--- config.mk ---
export PLATFORM = sky130hd
export DESIGN_NAME = bpa_ctrl
export DESIGN_NICKNAME = d
export VERILOG_FILES = /design/src/rtl/bpa_pkg.sv /design/src/rtl/bpa_ctrl.sv
export VERILOG_INCLUDE_DIRS = /design/src /design/src/rtl
export SDC_FILE = /design/constraint.sdc
export NUM_CORES = 1
export LEC_CHECK = 0
export BUFFER_PORTS_ARGS = -buffer_cell sky130_fd_sc_hd__buf_4
export CAP_MARGIN = 10
export CORE_MARGIN = 4
export CORE_UTILIZATION = 44
export CTS_CLUSTER_DIAMETER = 150
export DETAILED_ROUTE_END_ITERATION = 12
export PLACE_DENSITY_LB_ADDON = 0.25
export SETUP_SLACK_MARGIN = 0.5
export SKIP_CTS_REPAIR_TIMING = 1
export SLEW_MARGIN = 20
export SYNTH_ARGS = -nofsm -noshare
export SYNTH_HDL_FRONTEND = slang
export SYNTH_SLANG_ARGS = --single-unit
--- constraint.sdc ---
create_clock -name clk -period 1.8 [get_ports clk]
set_clock_uncertainty 0.05 [all_clocks]
set_input_delay 0.36 -clock clk [delete_from_list [all_inputs] [get_ports clk]]
set_output_delay 0.36 -clock clk [all_outputs]
set_load 0.03 [all_outputs]
--- src/rtl/assert_macros.svh ---
// Assertion helpers
`ifndef ASSERT_MACROS_SVH
`define ASSERT_MACROS_SVH

`ifndef SYNTHESIS
`define ASSERT_IMPLIES(label, clk, rst_n, a, b) \
    label: assert property (@(posedge clk) disable iff (!rst_n) (a) |-> (b)) \
        else $error("assertion failed: implication");
`define ASSERT_NEXT(label, clk, rst_n, a, b) \
    label: assert property (@(posedge clk) disable iff (!rst_n) (a) |=> (b)) \
        else $error("assertion failed: next-cycle implication");
`else
`define ASSERT_IMPLIES(label, clk, rst_n, a, b)
`define ASSERT_NEXT(label, clk, rst_n, a, b)
`endif

`endif

--- src/rtl/bpa_pkg.sv ---
`default_nettype none
package bpa_pkg;

    localparam logic [1:0] KIND_NONE = 2'd0;
    localparam logic [1:0] KIND_FREE = 2'd1;
    localparam logic [1:0] KIND_USED = 2'd2;

    localparam logic [1:0] ST_OK      = 2'd0;
    localparam logic [1:0] ST_EMPTY   = 2'd1;
    localparam logic [1:0] ST_INVALID = 2'd2;

    localparam int PAGE_COUNT_W  = 8;
    localparam int FRAME_INDEX_W = 12;
    localparam int STATUS_W      = 2;
    localparam int ORDER_OUT_W   = 3;

    typedef struct packed {
        logic init_step;
        logic load;
        logic alloc_start;
        logic rd;
        logic rd_buddy;
        logic take;
        logic scan_next;
        logic split_step;
        logic alloc_fin;
        logic free_clear;
        logic merge;
        logic free_fin;
        logic res_bad;
        logic res_empty;
    } cmd_t;

    typedef struct packed {
        logic init_last;
        logic alloc_bad;
        logic alloc_none;
        logic scan_hit;
        logic scan_last;
        logic split_done;
        logic free_oob;
        logic head_ok;
        logic merge_try;
        logic buddy_ok;
    } stat_t;

endpackage
`default_nettype wire

--- src/rtl/bpa_ctrl.sv ---
`default_nettype none
`include "assert_macros.svh"
module bpa_ctrl (
    input  wire logic           clk,
    input  wire logic           rst_n,
    input  wire logic           req_valid,
    output logic                req_ready,
    input  wire logic           action,
    output logic                res_valid,
    input  wire logic           res_ready,
    input  wire bpa_pkg::stat_t stat,
    output bpa_pkg::cmd_t       cmd
);

    localparam logic [3:0] S_INIT   = 4'd0;
    localparam logic [3:0] S_IDLE   = 4'd1;
    localparam logic [3:0] S_A_CHK  = 4'd2;
    localparam logic [3:0] S_A_RD   = 4'd3;
    localparam logic [3:0] S_A_TST  = 4'd4;
    localparam logic [3:0] S_A_SPL  = 4'd5;
    localparam logic [3:0] S_A_FIN  = 4'd6;
    localparam logic [3:0] S_F_CHK  = 4'd7;
    localparam logic [3:0] S_F_TST  = 4'd8;
    localparam logic [3:0] S_F_MRG  = 4'd9;
    localparam logic [3:0] S_F_BTST = 4'd10;
    localparam logic [3:0] S_F_FIN  = 4'd11;
    localparam logic [3:0] S_DONE   = 4'd12;

    logic [3:0] state_reg, state_next;
    logic       res_cmd;

    always_comb
    begin
        state_next = state_reg;
        cmd        = '0;
        case (state_reg)
            S_INIT:
            begin
                cmd.init_step = 1'b1;
                if (stat.init_last)
                    state_next = S_IDLE;
            end
            S_IDLE:
            begin
                if (req_valid)
                begin
                    cmd.load   = 1'b1;
                    state_next = action ? S_F_CHK : S_A_CHK;
                end
            end
            S_A_CHK:
            begin
                if (stat.alloc_bad)
                begin
                    cmd.res_bad = 1'b1;
                    state_next  = S_DONE;
                end
                else if (stat.alloc_none)
                begin
                    cmd.res_empty = 1'b1;
                    state_next    = S_DONE;
                end
                else
                begin
                    cmd.alloc_start = 1'b1;
                    state_next      = S_A_RD;
                end
            end
            S_A_RD:
            begin
                cmd.rd     = 1'b1;
                state_next = S_A_TST;
            end
            S_A_TST:
            begin
                if (stat.scan_hit)
                begin
                    cmd.take   = 1'b1;
                    state_next = S_A_SPL;
                end
                else if (stat.scan_last)
                begin
                    cmd.res_empty = 1'b1;
                    state_next    = S_DONE;
                end
                else
                begin
                    cmd.scan_next = 1'b1;
                    state_next    = S_A_RD;
                end
            end
            S_A_SPL:
            begin
                if (stat.split_done)
                    state_next = S_A_FIN;
                else
                    cmd.split_step = 1'b1;
            end
            S_A_FIN:
            begin
                cmd.alloc_fin = 1'b1;
                state_next    = S_DONE;
            end
            S_F_CHK:
            begin
                if (stat.free_oob)
                begin
                    cmd.res_bad = 1'b1;
                    state_next  = S_DONE;
                end
                else
                begin
                    cmd.rd     = 1'b1;
                    state_next = S_F_TST;
                end
            end
            S_F_TST:
            begin
                if (stat.head_ok)
                begin
                    cmd.free_clear = 1'b1;
                    state_next     = S_F_MRG;
                end
                else
                begin
                    cmd.res_bad = 1'b1;
                    state_next  = S_DONE;
                end
            end
            S_F_MRG:
            begin
                if (stat.merge_try)
                begin
                    cmd.rd_buddy = 1'b1;
                    state_next   = S_F_BTST;
                end
                else
                    state_next = S_F_FIN;
            end
            S_F_BTST:
            begin
                if (stat.buddy_ok)
                begin
                    cmd.merge  = 1'b1;
                    state_next = S_F_MRG;
                end
                else
                    state_next = S_F_FIN;
            end
            S_F_FIN:
            begin
                cmd.free_fin = 1'b1;
                state_next   = S_DONE;
            end
            S_DONE:
            begin
                if (res_ready)
                    state_next = S_IDLE;
            end
            default:
            begin
                state_next = S_IDLE;
            end
        endcase
    end

    always_ff @(posedge clk or negedge rst_n)
    begin
        if (!rst_n)
            state_reg <= S_INIT;
        else
            state_reg <= state_next;
    end

    assign req_ready = state_reg == S_IDLE;
    assign res_valid = state_reg == S_DONE;
    assign res_cmd   = cmd.res_bad || cmd.res_empty || cmd.alloc_fin || cmd.free_fin;

    `ASSERT_IMPLIES(a_no_overlap, clk, rst_n, res_valid, !req_ready)
    `ASSERT_NEXT(a_req_busy, clk, rst_n, req_valid && req_ready, !req_ready && !res_valid)
    `ASSERT_NEXT(a_res_idle, clk, rst_n, res_valid && res_ready, req_ready)
    `ASSERT_IMPLIES(a_one_result, clk, rst_n, res_cmd, state_next == S_DONE)

endmodule
`default_nettype wire

==> flow_metrics.tcl, run 1 <==
set metrics [dict create \
    error "[ERROR DPL-0038] Utilization greater than 100%, impossible to legalize" \
    die_x_um 45.2 \
    grt_max_degree 16 \
    worst_endpoint "cmd[0]" \
    die_h_um 45.2 \
    num_rows 13 \
    seq_area_frac_synth 0.164 \
    postSynthCellCount 86 \
    synthArstFlopShare 1.00 \
    ctsLongestPathBuffers 2 \
    yosysWarnings 0 \
    synth.avg_cell_area_sq_um 7.09 \
    ios 31 \
    start_util 0.468 \
    synth_top_area_cell "dfrtp_1" \
    lastStage "global routing (5_1_grt)" \
    synth_area_leaders "dfrtp_1 (16%), a21oi_1 (6.6%), nor3_1 (6.6%)" \
    outcome "stopped before the end" \
    gp_congestion 0.912 \
    ys_seq_elements 4 \
    synth_top_area_share 0.164 \
    worst_endpoint_kind "top-level output" \
    synth_edf_count 0 \
    clkSinkCount 4 \
    hpwl_um 1800 \
    port_buffers 30 \
    mappedNetlistNets 101 \
    cts-root-buf "clkbuf_4" \
    yosysUniqueCellTypes 38 \
    placed_cells 134 \
    synthTopCellsByCount "a21oi_1 (8), nor2_1 (8), nor3_1 (8)" \
    numCtsBuffers 3 \
    ys.flop_type "dfrtp_1" \
    htreeDepth 1 \
    placed_area_sq_um 1070 \
    syn_area_sq_um 609 \
]
[through the flow]
stage / util / worst slack [ns] / setup TNS (ns)
3_3_place_gp: 0.820 / 0.129 / 0
2_1_floorplan: - / 0.0979 / 0
3_5_place_dp: 0.820 / 0.0917 / 0
4_1_cts: 0.840 / -0.140 / -0.920
[cells by family after synthesis]
kind of cell | Yosys count | share of synthesized area
buffers and inverters | 12 | 0.105
multiplexers | 1 | 0.0246
AO/OA/AOI/OAI | 27 | 0.306
flip-flops | 4 | 0.164
AND/OR/NAND/NOR | 42 | 0.400
==> run 2: changes to the inputs <==
--- a/config.mk
+++ b/config.mk
@@ -8,12 +8,10 @@
 export LEC_CHECK = 0
 export BUFFER_PORTS_ARGS = -buffer_cell sky130_fd_sc_hd__buf_4
 export CAP_MARGIN = 10
-export CORE_MARGIN = 4
-export CORE_UTILIZATION = 44
-export CTS_CLUSTER_DIAMETER = 150
+export CORE_AREA = 4 4 65 67
 export DETAILED_ROUTE_END_ITERATION = 12
-export PLACE_DENSITY_LB_ADDON = 0.25
-export SETUP_SLACK_MARGIN = 0.5
+export DIE_AREA = 0 0 69 71
+export PLACE_DENSITY_LB_ADDON = 0.15
 export SKIP_CTS_REPAIR_TIMING = 1
 export SLEW_MARGIN = 20
 export SYNTH_ARGS = -nofsm -noshare
==> flow_metrics.tcl, run 2 <==
set metrics [dict create \
    outcome "finished, violations left" \
    failed_checks "setup timing" \
    path_clk_slew_ns 0.03 \
    timing_hold_violations_final 0 \
    syn_area_sq_um 609 \
    worstMarginPinSlew_ns 0.323 \
    crit_required_ns 1.84 \
    max-slew-margin-rel 0.784 \
    cp-end-kind "flop" \
    placed_area_sq_um 996 \
    max_freq_mhz 544 \
    synth_top_area_cell "dfrtp_1" \
    numCtsBuffers 3 \
    clkSinkCount 4 \
    final_layout_size_suffix_gt1_frac 0.618 \
    layout_commonest_cell "buf_4" \
    synthArstFlopShare 1.00 \
    r2r_start "state_reg[2]" \
    n_antenna_cell 0 \
    die_h_um 71 \
    synthXorXnorAreaFrac 0 \
    ys_seq_elements 4 \
    nFillCells 417 \
    r2r-end "state_reg[0]" \
    placed_cells 173 \
    vias 890 \
    synth_fa_ha_area_frac 0 \
    grt_pass1_wl_um 4350 \
    synth.avg_cell_area_sq_um 7.09 \
    ys.flop_type "dfrtp_1" \
    grt_max_degree 16 \
    antenna_found_initial 0 \
    worst-r2r-setup-slack_ns -0.04 \
    final_core_util 0.327 \
    dr.pass1.iters 4 \
    hold_path_class "primary input to asynchronous set/reset pin" \
    seq_area_frac_synth 0.164 \
    wire_per_inst_um 15.3 \
    post-route-min-period_ns 1.84 \
    rsz0062_at_grt "true" \
    final_cell_mix "buf_4 (47), a21oi_1 (8), nor2_1 (5), nor3_2 (5), buf_6 (5)" \
    setup_viol 4 \
    yosys-mux-area-fraction 0.0246 \
    cp.arrival_ns 1.88 \
    p_leak_nw 0.521 \
    port_buffers 30 \
    yosysUniqueCellTypes 38 \
    yosysWarnings 0 \
    final_cells 184 \
    drc_errors 0 \
    start_util 0.168 \
    wl_um 2810 \
    cap_violations 0 \
    largest_reg_flops 4 \
    synth_top_area_share 0.164 \
    synthTopCellsByCount "a21oi_1 (8), nor2_1 (8), nor3_1 (8)" \
    critical_path.max_fanout 7 \
    ir_drop_v 0.000513 \
    worstSetupStartpointType "flop" \
    htreeDepth 1 \
    clk_latency_ns 0.21 \
    worstRegToRegCells 6 \
    core_sq_um 3630 \
    cts_tree "done" \
    vias_per_cell 4.84 \
    synthSimpleGateAreaFrac 0.400 \
    ant_nets 0 \
    cts-root-buf "clkbuf_8" \
    nets 153 \
    synth_edf_count 0 \
    num_rows 22 \
    areaGrowthSynthToFinish_pct 95.3 \
    setup_ws_ns -0.0377 \
    gp_congestion 0.813 \
    synth_top_family_by_area "simple AND/OR/NAND/NOR gates" \
    postSynthCellCount 86 \
    post-route-period-util 1.02 \
    die_x_um 69 \
    power_density_nw_per_um2 1710 \
    grt_pass1_vias 854 \
    grt_overflow 0 \
    ios 31 \
    cp-startpoint "state_reg[2]" \
    finalMaxSlewViolations 0 \
    synth-compound-area-share 0.306 \
    ctsLongestPathBuffers 2 \
    mappedNetlistNets 101 \
    hpwl_um 2080 \
    worstSetupPathType "flop to flop" \
    finalPower_mw 2.03 \
    track_usage 0.107 \
    drt_iter0_drc 33 \
    die_area_sq_um 4900 \
    stdcell_area_sq_um 1190 \
    synth_area_leaders "dfrtp_1 (16%), a21oi_1 (6.6%), nor3_1 (6.6%)" \
]
==> run 2: where the power goes <==
| group | leakage (nW) | total [mW] | internal [mW] | switching, mW |
|---|---|---|---|---|
| Clock | 0.0216 | 0.185 | 0.142 | 0.0424 |
| Combinational | 0.455 | 1.60 | 0.762 | 0.837 |
| Sequential | 0.0442 | 0.246 | 0.146 | 0.0994 |
==> run 2: logic make-up (layout without fill, tap and decap cells) <==
| kind of cell | Yosys count | count (layout) |
|---|---|---|
| flops | 4 | 4 |
| simple gates | 42 | 42 |
| compound gates | 27 | 27 |
| mux | 1 | 1 |
| buf+inv | 12 | 62 |
==> run 2: worst max-delay path, cell delays in order (launching register included) <==
cell	delay [ns]
dfrtp_2	0.46
buf_4	0.17
buf_4	0.13
or3_4	0.36
a21oi_2	0.14
o31ai_2	0.10
mux2_4	0.31
==> run 2: area by class of cell <==
| cell class | count | area (sq um) | area share |
|---|---|---|---|
| multi-input cells | 70 | 542 | 0.455 |
| repair buffers | 53 | 419 | 0.352 |
| flip-flops and latches | 4 | 105 | 0.0883 |
| well taps | 48 | 60.1 | 0.0505 |
| clock buffers | 3 | 41.3 | 0.0347 |
| inverters | 6 | 22.5 | 0.0189 |
==> run 2: through the flow <==
| step | hold WS, ns | worst slack, ns | TNS (ns) |
|---|---|---|---|
| final | 0.437 | -0.0377 | -0.0595 |
| after global routing | 0.447 | -0.0798 | -0.351 |
| after CTS | -0.120 | -0.195 | -1.18 |
| after detailed placement | 0.107 | 0.0401 | 0 |
| after global placement | 0.107 | 0.0299 | 0 |
| after floorplan | 0.0144 | -0.0608 | -0.0717 |
==> run 2: per-layer routing <==
layer / share of wire / up-vias / global-route usage
met5: 0 / - / 0
met4: 0.016 / 0 / 0.0390
met3: 0.068 / 6 / 0.0227
met2: 0.46 / 40 / 0.163
met1: 0.46 / 419 / 0.148
li1: - / 425 / -
==> run 2: how the worst max path moves through the flow <==
| stage | end | slack (ns) | cells past startpoint |
|---|---|---|---|
| 5_1_grt | state_reg[0] | -0.08 | 6 |
| 3_5_place_dp | cmd[1] | 0.04 | 4 |
| 4_1_cts | cmd[1] | -0.19 | 4 |
| 2_1_floorplan | cmd[0] | -0.06 | 5 |
| 3_3_place_gp | state_reg[0] | 0.03 | 4 |
| 6_report | state_reg[0] | -0.04 | 6 |
Power figures use the tool's default switching activity.
